`config.mk`:
```
export PLATFORM = sky130hd
export DESIGN_NAME = occupancy_sequence_tracker_flat
export DESIGN_NICKNAME = d
export VERILOG_FILES = /design/src/hdl/ost_pkg.sv /design/src/hdl/ost_in_if.sv /design/src/hdl/ost_out_if.sv /design/src/hdl/ost_update.sv /design/src/hdl/occupancy_sequence_tracker.sv /design/src/flat_wrapper.sv
export SDC_FILE = /design/constraint.sdc
export NUM_CORES = 1
export LEC_CHECK = 0
export ABC_AREA = 1
export BUFFER_PORTS_ARGS = -buffer_cell sky130_fd_sc_hd__buf_2
export CAP_MARGIN = 20
export CORE_MARGIN = 3
export CORE_UTILIZATION = 40
export CTS_BUF_LIST = sky130_fd_sc_hd__clkbuf_4 sky130_fd_sc_hd__clkbuf_8
export DETAILED_ROUTE_END_ITERATION = 10
export PLACE_DENSITY = 0.57
export SYNTH_ARGS = -nofsm -noshare
export SYNTH_HDL_FRONTEND = slang
export SYNTH_HIERARCHICAL = 1
export SYNTH_SLANG_ARGS = --single-unit
```
`constraint.sdc`:
```
create_clock -name clk -period 7.2 [get_ports clk]
set_input_delay 0.36 -clock clk [delete_from_list [all_inputs] [get_ports clk]]
set_output_delay 0.36 -clock clk [all_outputs]
set_load 0.05 [all_outputs]
```
`src/hdl/ost_pkg.sv`:
```
`timescale 1ns / 1ps
`default_nettype none
// ----------------------------------------------------------------------------
// Occupancy sequence tracker package
// Event codes, presence and stage codes, register indexes and the state
// record shared by the tracker modules.
// ----------------------------------------------------------------------------
package ost_pkg;

    localparam int unsigned WIN_W  = 31;
    localparam int unsigned TIME_W = 32;
    localparam int unsigned IDX_W  = 3;

    typedef enum logic [2:0] {
        MODE_TICK       = 3'd0,
        MODE_UNLOCK     = 3'd1,
        MODE_ULTRASONIC = 3'd2,
        MODE_OPEN       = 3'd3,
        MODE_CLOSE      = 3'd4,
        MODE_MOTION     = 3'd5,
        MODE_EXT_SET    = 3'd6
    } ost_mode_t;

    typedef enum logic [1:0] {
        PRES_UNKNOWN = 2'd0,
        PRES_HOME    = 2'd1,
        PRES_AWAY    = 2'd2
    } ost_presence_t;

    typedef enum logic [1:0] {
        ENTRY_IDLE       = 2'd0,
        ENTRY_WAIT_SENSE = 2'd1,
        ENTRY_WAIT_MOTION = 2'd2
    } ost_entry_t;

    typedef enum logic [1:0] {
        EXIT_IDLE       = 2'd0,
        EXIT_SAW_SENSE  = 2'd1,
        EXIT_DOOR_OPEN  = 2'd2,
        EXIT_WAIT_QUIET = 2'd3
    } ost_exit_t;

    localparam logic [IDX_W-1:0] CFG_UNLOCK_TO_SENSE = 3'd0;
    localparam logic [IDX_W-1:0] CFG_ENTRY_MOTION    = 3'd1;
    localparam logic [IDX_W-1:0] CFG_EXIT_STEP       = 3'd2;
    localparam logic [IDX_W-1:0] CFG_AWAY_QUIET      = 3'd3;
    localparam logic [IDX_W-1:0] CFG_AWAY_REVERT     = 3'd4;

    localparam logic [WIN_W-1:0] RST_UNLOCK_TO_SENSE = 31'd10000;
    localparam logic [WIN_W-1:0] RST_ENTRY_MOTION    = 31'd30000;
    localparam logic [WIN_W-1:0] RST_EXIT_STEP       = 31'd30000;
    localparam logic [WIN_W-1:0] RST_AWAY_QUIET      = 31'd60000;
    localparam logic [WIN_W-1:0] RST_AWAY_REVERT     = 31'd60000;

    typedef struct packed {
        logic [WIN_W-1:0] unlock_to_sense;
        logic [WIN_W-1:0] entry_motion;
        logic [WIN_W-1:0] exit_step;
        logic [WIN_W-1:0] away_quiet;
        logic [WIN_W-1:0] away_revert;
    } ost_windows_t;

    typedef struct packed {
        ost_presence_t     presence;
        logic              home_flag;
        ost_entry_t        entry_stage;
        logic [TIME_W-1:0] entry_deadline;
        ost_exit_t         exit_stage;
        logic [TIME_W-1:0] exit_deadline;
        logic [TIME_W-1:0] away_since;
    } ost_state_t;

endpackage
`default_nettype wire

```
`src/hdl/ost_in_if.sv`:
```
`timescale 1ns / 1ps
`default_nettype none
// ----------------------------------------------------------------------------
// Event channel
// Valid/ready channel carrying one timestamped sensor event per word.
// ----------------------------------------------------------------------------
interface ost_in_if;
    logic        valid;
    logic        ready;
    logic [2:0]  mode;
    logic [31:0] now_time;
    logic        set_home;

    modport source (output valid, output mode, output now_time, output set_home,
                    input ready);
    modport sink (input valid, input mode, input now_time, input set_home,
                  output ready);
endinterface
`default_nettype wire

```
`src/hdl/ost_out_if.sv`:
```
`timescale 1ns / 1ps
`default_nettype none
// ----------------------------------------------------------------------------
// Status channel
// Valid/ready channel carrying the occupancy status after each event.
// ----------------------------------------------------------------------------
interface ost_out_if;
    logic       valid;
    logic       ready;
    logic [1:0] presence;
    logic       someone_home;
    logic [1:0] entry_step;
    logic [1:0] exit_step;

    modport source (output valid, output presence, output someone_home,
                    output entry_step, output exit_step, input ready);
    modport sink (input valid, input presence, input someone_home,
                  input entry_step, input exit_step, output ready);
endinterface
`default_nettype wire

```
`src/hdl/ost_update.sv`:
```
`timescale 1ns / 1ps
`default_nettype none
// ----------------------------------------------------------------------------
// Occupancy state update
// Works out the next tracker state from the current state and one event.
// ----------------------------------------------------------------------------
module ost_update
    import ost_pkg::*;
(
    input  wire ost_state_t        cur,
    input  wire ost_windows_t      win,
    input  wire logic [2:0]        mode,
    input  wire logic [TIME_W-1:0] now_time,
    input  wire logic              set_home,
    output      ost_state_t        nxt
);

    // Signed wrapping difference now - deadline is at least zero.
    function automatic logic reached(input logic [TIME_W-1:0] now,
                                     input logic [TIME_W-1:0] dl);
        logic [TIME_W-1:0] d;
        d = now - dl;
        return ~d[TIME_W-1];
    endfunction

    // Signed wrapping difference now - deadline is at most zero.
    function automatic logic in_time(input logic [TIME_W-1:0] now,
                                     input logic [TIME_W-1:0] dl);
        logic [TIME_W-1:0] d;
        d = now - dl;
        return (d == '0) || d[TIME_W-1];
    endfunction

    function automatic logic [TIME_W-1:0] add_win(input logic [TIME_W-1:0] t,
                                                  input logic [WIN_W-1:0] w);
        return t + {1'b0, w};
    endfunction

    logic revert_open;

    assign revert_open = ~reached(now_time, add_win(cur.away_since, win.away_revert));

    always_comb
    begin
        nxt = cur;
        case (ost_mode_t'(mode))
            MODE_TICK:
            begin
                if (cur.entry_stage != ENTRY_IDLE && reached(now_time, cur.entry_deadline))
                begin
                    nxt.entry_stage    = ENTRY_IDLE;
                    nxt.entry_deadline = '0;
                end
                if (cur.exit_stage != EXIT_IDLE && reached(now_time, cur.exit_deadline))
                begin
                    if (cur.exit_stage == EXIT_WAIT_QUIET)
                    begin
                        nxt.presence   = PRES_AWAY;
                        nxt.home_flag  = 1'b0;
                        nxt.away_since = now_time;
                    end
                    nxt.exit_stage    = EXIT_IDLE;
                    nxt.exit_deadline = '0;
                end
            end
            MODE_UNLOCK:
            begin
                nxt.entry_stage    = ENTRY_WAIT_SENSE;
                nxt.entry_deadline = add_win(now_time, win.unlock_to_sense);
            end
            MODE_ULTRASONIC:
            begin
                if (cur.entry_stage == ENTRY_WAIT_SENSE && in_time(now_time, cur.entry_deadline))
                begin
                    nxt.entry_stage    = ENTRY_WAIT_MOTION;
                    nxt.entry_deadline = add_win(now_time, win.entry_motion);
                end
                nxt.exit_stage    = EXIT_SAW_SENSE;
                nxt.exit_deadline = add_win(now_time, win.exit_step);
            end
            MODE_OPEN:
            begin
                if (cur.exit_stage == EXIT_SAW_SENSE && in_time(now_time, cur.exit_deadline))
                begin
                    nxt.exit_stage    = EXIT_DOOR_OPEN;
                    nxt.exit_deadline = add_win(now_time, win.exit_step);
                end
            end
            MODE_CLOSE:
            begin
                if (cur.exit_stage == EXIT_DOOR_OPEN && in_time(now_time, cur.exit_deadline))
                begin
                    nxt.exit_stage    = EXIT_WAIT_QUIET;
                    nxt.exit_deadline = add_win(now_time, win.away_quiet);
                end
            end
            MODE_MOTION:
            begin
                if (cur.entry_stage == ENTRY_WAIT_MOTION
                    && in_time(now_time, cur.entry_deadline))
                begin
                    nxt.presence       = PRES_HOME;
                    nxt.home_flag      = 1'b1;
                    nxt.entry_stage    = ENTRY_IDLE;
                    nxt.entry_deadline = '0;
                    nxt.exit_stage     = EXIT_IDLE;
                    nxt.exit_deadline  = '0;
                end
                else if (cur.exit_stage == EXIT_WAIT_QUIET
                         || (cur.presence == PRES_AWAY && revert_open))
                begin
                    nxt.presence      = PRES_HOME;
                    nxt.home_flag     = 1'b1;
                    nxt.exit_stage    = EXIT_IDLE;
                    nxt.exit_deadline = '0;
                end
            end
            MODE_EXT_SET:
            begin
                nxt.presence  = set_home ? PRES_HOME : PRES_AWAY;
                nxt.home_flag = set_home;
                if (!set_home)
                begin
                    nxt.away_since = now_time;
                end
                nxt.entry_stage    = ENTRY_IDLE;
                nxt.entry_deadline = '0;
                nxt.exit_stage     = EXIT_IDLE;
                nxt.exit_deadline  = '0;
            end
            default:
            begin
                nxt = cur;
            end
        endcase
    end

endmodule
`default_nettype wire

```
`src/hdl/occupancy_sequence_tracker.sv`:
```
`timescale 1ns / 1ps
`default_nettype none
// ----------------------------------------------------------------------------
// Occupancy sequence tracker
// Follows entry and exit door sequences and reports whether the home is
// occupied after every sensor event.
// ----------------------------------------------------------------------------
// Events arrive as words on the evt channel and one status word leaves on
// the status channel for each of them, in order. An accepted event sits in
// an input register, the state update is worked out from it and the status
// word is registered together with the new state, so the status word becomes
// valid once the event has passed the input register and the state register.
// One event can be taken every cycle while the receiver does not stall,
// limited only by the single state update that each event needs before the
// next one reads the state. While the receiver stalls, the status word is
// held and one further event waits in the input register; evt.ready falls
// only once both are full. Reset clears both registers and sets presence
// to unknown with the home flag raised, both sequences idle and all windows
// to defaults. Windows are written through cfg_write/cfg_index/cfg_data;
// the user must write them only while idle, as the block does not enforce it.
// ----------------------------------------------------------------------------
module occupancy_sequence_tracker
    import ost_pkg::*;
(
    input  wire logic              clk,
    input  wire logic              rst_n,
    input  wire logic              cfg_write,
    input  wire logic [IDX_W-1:0]  cfg_index,
    input  wire logic [WIN_W-1:0]  cfg_data,
    ost_in_if.sink                 evt,
    ost_out_if.source              status
);

    ost_windows_t      win_reg;
    ost_state_t        state_reg;
    ost_state_t        state_next;

    logic              in_valid_reg;
    logic [2:0]        in_mode_reg;
    logic [TIME_W-1:0] in_time_reg;
    logic              in_set_home_reg;

    logic              out_valid_reg;
    logic              advance;
    logic              take_in;

    assign advance = in_valid_reg && (!out_valid_reg || status.ready);
    assign take_in = evt.valid && evt.ready;
    assign evt.ready = !in_valid_reg || advance;

    always_ff @(posedge clk or negedge rst_n)
    begin
        if (!rst_n)
        begin
            win_reg.unlock_to_sense <= RST_UNLOCK_TO_SENSE;
            win_reg.entry_motion    <= RST_ENTRY_MOTION;
            win_reg.exit_step       <= RST_EXIT_STEP;
            win_reg.away_quiet      <= RST_AWAY_QUIET;
            win_reg.away_revert     <= RST_AWAY_REVERT;
        end
        else if (cfg_write)
        begin
            case (cfg_index)
                CFG_UNLOCK_TO_SENSE: win_reg.unlock_to_sense <= cfg_data;
                CFG_ENTRY_MOTION:    win_reg.entry_motion    <= cfg_data;
                CFG_EXIT_STEP:       win_reg.exit_step       <= cfg_data;
                CFG_AWAY_QUIET:      win_reg.away_quiet      <= cfg_data;
                CFG_AWAY_REVERT:     win_reg.away_revert     <= cfg_data;
                default:             win_reg                 <= win_reg;
            endcase
        end
    end

    always_ff @(posedge clk or negedge rst_n)
    begin
        if (!rst_n)
        begin
            in_valid_reg <= 1'b0;
        end
        else if (evt.ready)
        begin
            in_valid_reg <= evt.valid;
        end
    end

    always_ff @(posedge clk)
    begin
        if (take_in)
        begin
            in_mode_reg     <= evt.mode;
            in_time_reg     <= evt.now_time;
            in_set_home_reg <= evt.set_home;
        end
    end

    ost_update u_update (
        .cur      (state_reg),
        .win      (win_reg),
        .mode     (in_mode_reg),
        .now_time (in_time_reg),
        .set_home (in_set_home_reg),
        .nxt      (state_next)
    );

    always_ff @(posedge clk or negedge rst_n)
    begin
        if (!rst_n)
        begin
            state_reg.presence       <= PRES_UNKNOWN;
            state_reg.home_flag      <= 1'b1;
            state_reg.entry_stage    <= ENTRY_IDLE;
            state_reg.entry_deadline <= '0;
            state_reg.exit_stage     <= EXIT_IDLE;
            state_reg.exit_deadline  <= '0;
            state_reg.away_since     <= '0;
        end
        else if (advance)
        begin
            state_reg <= state_next;
        end
    end

    always_ff @(posedge clk or negedge rst_n)
    begin
        if (!rst_n)
        begin
            out_valid_reg <= 1'b0;
        end
        else if (advance)
        begin
            out_valid_reg <= 1'b1;
        end
        else if (status.ready)
        begin
            out_valid_reg <= 1'b0;
        end
    end

    // The status word is the registered state itself, taken after the update.
    assign status.valid        = out_valid_reg;
    assign status.presence     = state_reg.presence;
    assign status.someone_home = state_reg.home_flag;
    assign status.entry_step   = state_reg.entry_stage;
    assign status.exit_step    = state_reg.exit_stage;

endmodule
`default_nettype wire
```
`src/flat_wrapper.sv`:
```
// flat-port wrapper written by rule: the top's interface ports become plain ports
module occupancy_sequence_tracker_flat import ost_pkg::*;
  (clk, rst_n, cfg_write, cfg_index, cfg_data, evt_valid, evt_mode, evt_now_time, evt_set_home, evt_ready, status_valid, status_presence, status_someone_home, status_entry_step, status_exit_step, status_ready);
  ost_in_if evt_i ();
  ost_out_if status_i ();
  input  wire logic clk;
  input  wire logic rst_n;
  input  wire logic cfg_write;
  input  wire logic [IDX_W-1:0] cfg_index;
  input  wire logic [WIN_W-1:0] cfg_data;
  input wire logic [$bits(evt_i.valid)-1:0] evt_valid;
  input wire logic [$bits(evt_i.mode)-1:0] evt_mode;
  input wire logic [$bits(evt_i.now_time)-1:0] evt_now_time;
  input wire logic [$bits(evt_i.set_home)-1:0] evt_set_home;
  output wire logic [$bits(evt_i.ready)-1:0] evt_ready;
  output wire logic [$bits(status_i.valid)-1:0] status_valid;
  output wire logic [$bits(status_i.presence)-1:0] status_presence;
  output wire logic [$bits(status_i.someone_home)-1:0] status_someone_home;
  output wire logic [$bits(status_i.entry_step)-1:0] status_entry_step;
  output wire logic [$bits(status_i.exit_step)-1:0] status_exit_step;
  input wire logic [$bits(status_i.ready)-1:0] status_ready;
  assign evt_i.valid = evt_valid;
  assign evt_i.mode = evt_mode;
  assign evt_i.now_time = evt_now_time;
  assign evt_i.set_home = evt_set_home;
  assign evt_ready = evt_i.ready;
  assign status_valid = status_i.valid;
  assign status_presence = status_i.presence;
  assign status_someone_home = status_i.someone_home;
  assign status_entry_step = status_i.entry_step;
  assign status_exit_step = status_i.exit_step;
  assign status_i.ready = status_ready;
  occupancy_sequence_tracker u_core (.clk(clk), .rst_n(rst_n), .cfg_write(cfg_write), .cfg_index(cfg_index), .cfg_data(cfg_data), .evt(evt_i), .status(status_i));
endmodule
```
Word-level counts from Yosys, hierarchy flattened. Cells that the tools add are included.

Register bits after elaboration: 296. Input port bits: 75. Output and inout bits: 9. Word-level logic and storage cells: 109.

$add $sub $neg: 8. Equality and inequality tests: 25. Multiplexer cells: 21. Bitwise operators: 2. Reductions and logical operators: 36.

Operators with widths (number): 34-bit 2-to-1 mux (7); 34-bit one-hot mux with 6 select lines (1); 34-bit one-hot mux with 5 select lines (1); 32-bit by 31-bit adder with 32-bit output (5); 32-bit subtractor (3); 66-bit 2-to-1 mux (1); 32-bit zero test (2); 32-bit 2-to-1 mux (2); 32-bit one-hot mux with 2 select lines (1); 2-bit != test (second input constant) (8); 5-bit AND reduction (3); 3-bit by 2-bit == test with 1-bit output (second input constant) (4); 3-bit == test (second input constant) (4); 3-bit 2-to-1 mux (4); 2-bit AND reduction (5); 1-bit logical AND (9); 3-bit one-hot mux with 3 select lines (1); 2-bit == test (second input constant) (4); 2-bit nonzero test (4); 3-bit by 1-bit == test with 1-bit output (second input constant) (2); 3-bit zero test (2); 6-bit AND reduction (1); 6-bit nonzero test (1); 1-bit logical OR (5); 8 further kinds (12).

Logic depth before layout (Yosys ltp). Gate-level depths: netlist of the first run.

Depth in word-level cells: 7. Gate-level depth with buffers: 28. Gate-level depth less buffers: 27.

Cells and area by module. The synthesis of the first run kept the hierarchy.

By module, submodules not included: ost_update (instances 1, cells an instance 3186, area an instance 17076.4 um^2, seq. area each 0.0 um^2); occupancy_sequence_tracker (instances 1, cells an instance 1180, area an instance 11355.9 um^2, seq. area each 7629.8 um^2).

Worst setup path after synthesis of the first run. Ideal clock, no wire load.

Kind: reg-to-reg. From: reg u_core.in_time_reg[1]. To: reg u_core/state_reg[39] (netlist name). Library setup time: 117 ps. Arrival time: 3040 ps. Data required time: 7083 ps. Setup slack: 4043 ps. Stages on the path, launching flop included: 26. Buffers on the path: 1. Clock period less this slack: 3157 ps. Cell sequence: edfxtp_1 -> inv_1 -> fa_1 -> inv_1 -> nand3_1 -> nand3_1 -> nand2_1 -> nand2_1 -> nand2_1 -> nand2_1 -> nand2_1 -> nand3_1 -> nand2_1 -> nor2_1 -> nand2_1 -> nor2_1 -> nand3_1 -> nand2_4 -> nand2_4 -> nand3_4 -> nand3_4 -> buf_6 -> nand2_1 -> nand3_1 -> nand3_1 -> nand2_1.

RTL lines: from (decl) (RTL line occupancy_sequence_tracker.sv:40) `logic [TIME_W-1:0] in_time_reg;`; from (signal assigned) (RTL line occupancy_sequence_tracker.sv:91) `in_time_reg <= evt.now_time;`; to (signal assigned) (RTL line occupancy_sequence_tracker.sv:119) `state_reg <= state_next;`; to (decl) (RTL line occupancy_sequence_tracker.sv:35) `ost_state_t state_reg;`.

==> summary.txt, run 1 <==
Drt
  – Vias: 29700
  – # DRC: 0
  – Routed wire per std cell: 20.1 µm
  – Initial DRC Count: 3246
  – Antenna-violating nets left: 0
  – WL final: between 100000 and 150000 µm
  – DRT Pass-1 Iters: 6
  – Vias per Instance: 5.44

Floorplanning
  – Starting Density: between 40 and 50%
  – Chip Width: 273 µm
  – # IOs: 84
  – Die area: 0.0743 mm²
  – Core ar.: 0.0703 mm²
  – Die H: 273 µm
  – Row count: 97

Timing
  – Min Tclk post-route: 4600 ps
  – Fin crit share: 63.9%
  – Setup violations, final: 0
  – F_max: 0.217 GHz
  – Slew @ Worst Pin: 1020 ps
  – WHS: 42.8 ps
  – Worst Clk Skew: 46.7 ps
  – Fin. Hold Viols: 0
  – Slew Viols, Final: 0
  – Slew HR: 32.2%
  – Setup WS post-layout: 2600 ps
  – RSZ-0062 raised after global routing: false
  – TNS Setup: 0 ps

Placement
  – Pre-CTS setup slack: 2620 ps
  – Dpl hpwl: 82200 µm
  – Port bufs: 83
  – GP Congestion: approximately 0.93

Global route
  – Antenna violations before repair: 10
  – First-pass GRT wire length: between 150000 and 200000 µm
  – Total grt overflow: 0
  – Largest net degree at the start of global routing: 149
  – Vias in the first global route: 27200
  – Total GRT Usage: around 29%

Setup path
  – CP delay by family, top: simple AND/OR/NAND/NOR gates
  – R2R Path Start: u_core/in_time_reg[1]$_DFFE_PP_
  – Required time of the critical path: 7760 ps
  – Crit path launch type: register
  – R2R Path End: u_core/state_reg[75]$_DFFE_PN0P_
  – Flop2flop setup slack: 2600 ps
  – Crit path capture: u_core/state_reg[75]$_DFFE_PN0P_
  – Most frequent CP cell: nand2_1
  – Worst path bufs/invs: 2
  – Slowest cell delay on critical path: 790 ps
  – Slowest cell on crit path: edfxtp_1
  – Worst-path maximum fanout: 27
  – Worst path arrival time: about 5200 ps
  – Worst path depth: 22
  – FF-to-FF path depth: 22
  – Crit. End Element: register
  – Cell-by-cell trace of the critical path: inv_1 > fa_1 > inv_1 > nand3_1 > nand3_1 > nand3_1 > nand3_1 > nand2_1 > nand3_1 > nand2_1 > nor2_1 > nand2_1 > nor2_1 > nand3_1 > nand2_4 > nand2_2 > nand2_1 > nand2_1 > nand2_1 > nand2_1 > nand3_1 > nand2_1
  – CP Launch Point: u_core/in_time_reg[1]$_DFFE_PP_
  – Critical path class: reg2reg

Final layout
  – Nets: 4799
  – Final Core Density: 45.1%
  – Filler cell count: 7539
  – Flip-flop count of the largest register after layout: 155
  – Layout cells sized above 1: under 10%
  – Syn-to-layout area delta: 11.4%

Clock tree
  – Clock Tree Buf Depth: 3
  – H-tree depth: 2
  – CTS buffer count: 56
  – Worst-Skew Late Latency: 680 ps
  – CTS tree: built
  – Clk sinks: 296
  – Clock root cell: clkbuf_8
  – Clock transition at the registers of the reported paths: 70 ps
  – Post-CTS setup buffers: 0

Yosys
  – Syn_area_per_cell: 6.51 µm²
  – Top cell type's share of synthesized area: 20.0%
  – Yosys warning count: 6
  – Seq/Total Area, Yosys: 26.8%
  – Post-synthesis cell type count: 56
  – Top post-synthesis cells by area: nand2_1 20%, dfrtp_1 20%, ha_1 9.6%, nand3_1 8.4%, inv_1 6.7%
  – Mapped Nets: between 4000 and 5000
  – Ys async rst share: 87.8%
  – Synthesis-stage register bit count: 296
  – Post-synth EDFFs: 36
  – Synth area leader: nand2_1
  – Ys flop type: dfrtp_1
  – Synthesized instance count: about 4400
  – Mapped Area: 0.0284 mm²

Min path
  – HP Class: in2reg

Pwr
  – Pleak: roughly 0.017 µW
  – Worst vdd ir: approximately 0.15 mV
  – Power per cell area: 343 mW/mm²

Job
  – Max-cap violation count: 0

Run status
  – Status: finished, final reports clean
area by class of cell:
class	instances	area (µm²)	share of cell area (%)
multi-input combinational	3396	18100	57.3
clock buffer	82	1030	3.27
antenna	6	15.0	0.0474
tap	940	1180	3.71
clock inverter	23	278	0.877
sequential	296	7630	24.1
inverter	536	2010	6.35
timing repair buffer	185	1390	4.38
cell usage after synthesis, types with 4 or more instances:
cell       instances
nand2_2           10
a31oi_1           27
clkinv_1           5
ha_1             218
edfxtp_1          36
a221oi_1           9
o21bai_1          16
nor3_2             4
dfstp_2           34
buf_2             53
o21ai_0          167
inv_2             27
buf_6              4
o221ai_1          29
nand3_1          480
dfrtp_1          226
nand4_1           61
or2_2              8
nand2_1         1514
a21boi_0          26
xor2_1            63
a21oi_1          222
nand3b_1          10
a21o_1            25
clkbuf_1          61
o2111ai_1          8
o211ai_2           5
and2_1             6
inv_1            504
o211ai_1          22
nor2_1           297
o21a_1             9
o21ai_1            6
nor4_1             8
xnor2_1           41
o31ai_1           12
fa_1              35
buf_4             18
nor3_1            26
nor2_2             7
routing by layer:
layer | up-vias | GRT usage, % | wire length, µm
met5 | - | 0 | 39
met4 | 6 | 5.68 | 2160
met3 | 127 | 5.97 | 10700
met2 | 1218 | 43.1 | 45400
met1 | 13800 | 43.3 | 51500
li1 | 14500 | - | -
kinds of logic (layout without fill, tap and decap cells):
| family | count (synthesis) | in the layout | synth area share (%) |
|---|---|---|---|
| XOR/XNOR | 104 | 104 | 3.20 |
| adder cells (fa/ha/maj) | 253 | 253 | 12.1 |
| flip-flops | 296 | 296 | 26.8 |
| AO/OA/AOI/OAI | 595 | 595 | 12.4 |
| buffers and inverters | 674 | 826 | 9.47 |
| other | 0 | 6 | 0 |
| AND/OR/NAND/NOR | 2444 | 2444 | 36.0 |
worst min path at each step:
stage                            start                               to  slack [ps]  cells past startpoint
final                     cfg_data[16]   u_core/win_reg[47]$_DFFE_PN0P_          40                      3
after global routing       cfg_data[1]   u_core/win_reg[94]$_DFFE_PN0P_          20                      3
after CTS                 cfg_data[16]   u_core/win_reg[47]$_DFFE_PN0P_           3                      3
after detailed placement         rst_n  u_core/status.valid$_DFFE_PN0P_         320                      1
after global placement           rst_n  u_core/in_valid_reg$_DFFE_PN0P_         320                      1
after floorplan                  rst_n  u_core/in_valid_reg$_DFFE_PN0P_          60                      0
metrics by stage:
step	power (µW)	std cells	cell area (µm²)
after floorplan	6980	4366	28400
after global placement	8710	5297	29800
after detailed placement	8730	5297	29800
after CTS	10800	5455	31600
after global routing	11800	5460	31700
final	10900	5464	31700
tightest hold or removal path, stage by stage:
cell	delay, ps
buf_2	180
nand2_1	90
nand2_1	40
where the power goes:
group	leakage, µW	total [µW]	internal [µW]	switching, µW
logic	0.0123	6210	2080	4130
clock network	0.000687	1980	1140	836
registers	0.00361	2690	2170	515
total	0.0166	10900	5400	5490
cell usage in the layout, fill, tap and decap left out, types with 7 or more instances in the layout:
cell type,Yosys,layout
fa_1,35,35
nor4_1,8,8
edfxtp_1,36,36
o21a_1,9,9
a21oi_1,222,222
buf_4,18,45
o211ai_1,22,22
o21ai_0,167,167
nand3_1,480,480
nor2_1,297,292
clkinv_2,0,10
xnor2_1,41,41
clkinv_1,5,7
nand3b_1,10,10
o21bai_1,16,16
inv_1,504,503
nand2_1,1514,1512
o31ai_1,12,12
ha_1,218,218
o2111ai_1,8,8
a31oi_1,27,27
a21o_1,25,25
clkbuf_4,0,15
dlygate4sd3_1,0,53
inv_2,27,28
buf_2,53,82
xor2_1,63,63
dfstp_2,34,34
or2_2,8,8
nor3_1,26,26
a21boi_0,26,26
nand4_1,61,61
nand2_2,10,10
o221ai_1,29,29
dfrtp_1,226,225
nor2_2,7,10
a221oi_1,9,9
clkbuf_8,0,67
repair_timing:
item                      in CTS  in global routing
hold endpoints to repair     144                  0
gates resized for setup        0                  0
hold buffers                  53                  0
Note: power is estimated with default switching activity, not from simulation.
==> run 2: changes to the inputs <==
--- a/config.mk
+++ b/config.mk
@@ -5,7 +5,7 @@
 export SDC_FILE = /design/constraint.sdc
 export NUM_CORES = 1
 export LEC_CHECK = 0
-export ABC_AREA = 1
+export ABC_AREA = 0
 export BUFFER_PORTS_ARGS = -buffer_cell sky130_fd_sc_hd__buf_2
 export CAP_MARGIN = 20
 export CORE_MARGIN = 3
==> constraint.sdc (replaced) <==
create_clock -name clk -period 4.35 [get_ports clk]
set_input_delay 0.2175 -clock clk [delete_from_list [all_inputs] [get_ports clk]]
set_output_delay 0.2175 -clock clk [all_outputs]
set_load 0.05 [all_outputs]
==> summary.txt, run 2 <==
Run status
  – Status: finished with violations
  – Failing checks: negative setup slack

Clock tree
  – CTS tree: built
  – Clock Tree Buf Depth: 3
  – Clk sinks: 296
  – H-tree depth: 2
  – Worst-Skew Late Latency: around 700 ps
  – Clock root cell: clkbuf_8
  – Clock transition at the registers of the reported paths: 60 ps
  – CTS buffer count: 58

Timing
  – Setup violations, final: 58
  – WHS: 128 ps
  – Slew Viols, Final: 0
  – Slew @ Worst Pin: 1060 ps
  – Fin crit share: 107%
  – Slew HR: 29.6%
  – RSZ-0062 raised after global routing: true
  – F_max: 0.215 GHz
  – Setup WS post-layout: -300 ps
  – Worst Clk Skew: just over 70 ps
  – Fin. Hold Viols: 0
  – Min Tclk post-route: 4650 ps

Yosys
  – Top post-synthesis cells by area: dfrtp_1 23%, ha_1 11%, mux2_2 10%, edfxtp_1 4.4%, a21oi_1 3.8%
  – Mapped Nets: 2852
  – Top cell type's share of synthesized area: a little under a quarter
  – Seq/Total Area, Yosys: between 30% and 40%
  – Synthesis-stage register bit count: ~300
  – Synthesized instance count: 2524
  – Mapped Area: 0.0246 mm²
  – Ys async rst share: 87.8%
  – Most common cell in the netlist: dfrtp_1
  – Post-synth EDFFs: 36
  – Post-synthesis cell type count: 105
  – Syn_area_per_cell: around 9.7 µm²
  – Ys flop type: dfrtp_1
  – Synth area leader: dfrtp_1
  – Commonest cells in the netlist: 226 x dfrtp_1, 224 x mux2_2, 218 x ha_1, 188 x inv_1, 185 x a21oi_1
  – Yosys warning count: 6

Final layout
  – Final Cell Area: 0.0326 mm²
  – Nets: 3467
  – Most common cell after layout, fill and taps aside: buf_4
  – Commonest cells after routing, fill and taps aside: 460 x buf_4, 226 x dfrtp_1, 223 x mux2_2
  – Flip-flop count of the largest register after layout: around 160
  – Layout cells sized above 1: 35.8%
  – Final Core Density: 53.8%
  – Syn-to-layout area delta: 32.6%

Setup path
  – Worst-path maximum fanout: 7
  – Crit path capture: u_core/state_reg[63]$_DFFE_PN0P_
  – Worst path arrival time: 5190 ps
  – R2R Path End: u_core/state_reg[63]$_DFFE_PN0P_
  – Critical path class: reg2reg
  – R2R Path Start: u_core/in_time_reg[23]$_DFFE_PP_
  – CP Launch Point: u_core/in_time_reg[23]$_DFFE_PP_
  – FF-to-FF path depth: 18
  – Flop2flop setup slack: -300 ps
  – Crit. End Element: register
  – Crit path launch type: register
  – Required time of the critical path: 4890 ps

Pwr
  – Gate power share: 62.8%
  – Switching Share: 41.6%
  – Pleak: about 0.015 µW
  – Sequential power share: 21.0%
  – Worst vdd ir: 0.318 mV
  – Power per cell area: 617 mW/mm²
  – Pint: roughly 12000 µW
  – Clock share of power: 16.2%
  – Net switching power: between 8000 and 9000 µW

Floorplanning
  – Die area: 0.0645 mm²
  – Die H: 254 µm
  – Starting Density: 40.6%
  – Chip Width: 254 µm
  – Row count: 90
  – # IOs: 84
  – Core ar.: roughly 0.061 mm²

Drt
  – Vias per Instance: 5.60
  – Vias: 22200
  – # DRC: 0
  – Antenna-violating nets left: 0
  – WL final: around 86000 µm
  – Routed wire per std cell: approximately 22 µm
  – Initial DRC Count: roughly 1400
  – DRT Pass-1 Iters: 6

Global route
  – Total GRT Usage: 26.1%
  – Antenna violations before repair: 1
  – Largest net degree at the start of global routing: 111
  – Total grt overflow: 0
  – First-pass GRT wire length: around 130000 µm
  – Vias in the first global route: 22700

Placement
  – Dpl hpwl: between 60000 and 70000 µm
  – Port bufs: 83
  – Area after DPL: slightly below 0.03 mm²
  – GP Congestion: roughly 0.96

Job
  – Max-cap violation count: 0

Min path
  – HP Class: in2async
## run 2: changes by cell type after synthesis, sizes merged, moves of 30 or more
cell	change
nand2	-1386
nand3	-433
inv	-343
mux2	+290
nor2	-146
a21o	+74
a221o	+58
o21ai	-54
xnor2	+42
a21oi	-37
buf	-33
nand4	-32
nand2b	+30
## run 2: what timing repair did
action                                 CTS  global route
pin swaps                               67            48
hold buffers                            71             0
setup endpoints to repair              100            97
cloned                                   2             4
buffers inserted                        24            18
resized for setup                      149            66
endpoints found under the hold margin  264             0
## run 2: worst max-delay path, stage by stage, from the launching register on
cell and delay [ps]:
edfxtp_1 430, buf_4 170, ha_4 210, and3_1 210, a221oi_4 320, nor2b_4 230
o21bai_2 100, mux2i_2 180, or4_4 560, nor4_4 150, nand4_1 110, buf_4 170
nor3_4 110, buf_4 160, nor4_2 50, or3_4 510, clkbuf_16 230, a221o_1 340
mux2_2 250
## run 2: worst min-delay path by stage
stage          startpoint                               endpoint  slack [ps]  depth (start not counted)
5_1_grt             rst_n  u_core/status.presence[1]$_DFFE_PN0P_         160                          2
3_5_place_dp        rst_n  u_core/status.presence[0]$_DFFE_PN0P_         270                          1
3_3_place_gp        rst_n  u_core/status.presence[0]$_DFFE_PN0P_         250                          1
6_report            rst_n  u_core/status.presence[0]$_DFFE_PN0P_         130                          2
4_1_cts             rst_n  u_core/status.presence[1]$_DFFE_PN0P_         100                          2
2_1_floorplan       rst_n        u_core/in_valid_reg$_DFFE_PN0P_         -80                          0
## run 2: through the flow
step	instances	power, µW	setup TNS [ps]	worst slack, ps
after floorplan	2524	10900	0	14.0
after global placement	3745	15300	-43280	-729
after detailed placement	3745	15500	-48370	-904
after CTS	3949	19700	-7010	-249
after global routing	3970	21500	-21540	-439
final	3970	20100	-8810	-300
## run 2: area by class of cell
| class | instances | area, µm² |
|---|---|---|
| diodes | 1 | 2.50 |
| clock buffers | 91 | 1110 |
| well taps | 782 | 978 |
| fillers | 5452 | 28000 |
| clock inverters | 17 | 239 |
| repair buffers | 645 | 5110 |
| inverters | 188 | 706 |
| multi-input cells | 1950 | 16800 |
| flip-flops and latches | 296 | 7630 |
## run 2: power by group through the flow
stage | Sequential [µW] | Combinational (µW) | Clock (µW)
finish | 4220 | 12600 | 3270
global route | 4320 | 13700 | 3480
CTS | 4210 | 12100 | 3360
detailed placement | 4250 | 11200 | 0
global placement | 4220 | 11000 | 0
floorplan | 4100 | 6810 | 0
## run 2: cell families (layout without fill, tap and decap cells)
family	Yosys count	in the layout	synth area share [%]
adder cells (fa/ha/maj)	253	253	13.9
multiplexers	308	308	14.0
AO/OA/AOI/OAI	698	698	19.8
flip-flops	296	296	31.0
AND/OR/NAND/NOR	562	562	11.4
buffers and inverters	278	941	5.21
XOR/XNOR	129	129	4.60
other	0	1	0
## run 2: layer usage
layer,wire [µm],up-vias,GRT usage (%),share of wire [%]
met2,39800,521,43.1,46
met1,39300,11000,35.6,46
met4,2550,0,8.03,3.0
met5,0,-,0,0
li1,-,10600,-,-
met3,3900,151,3.35,4.6
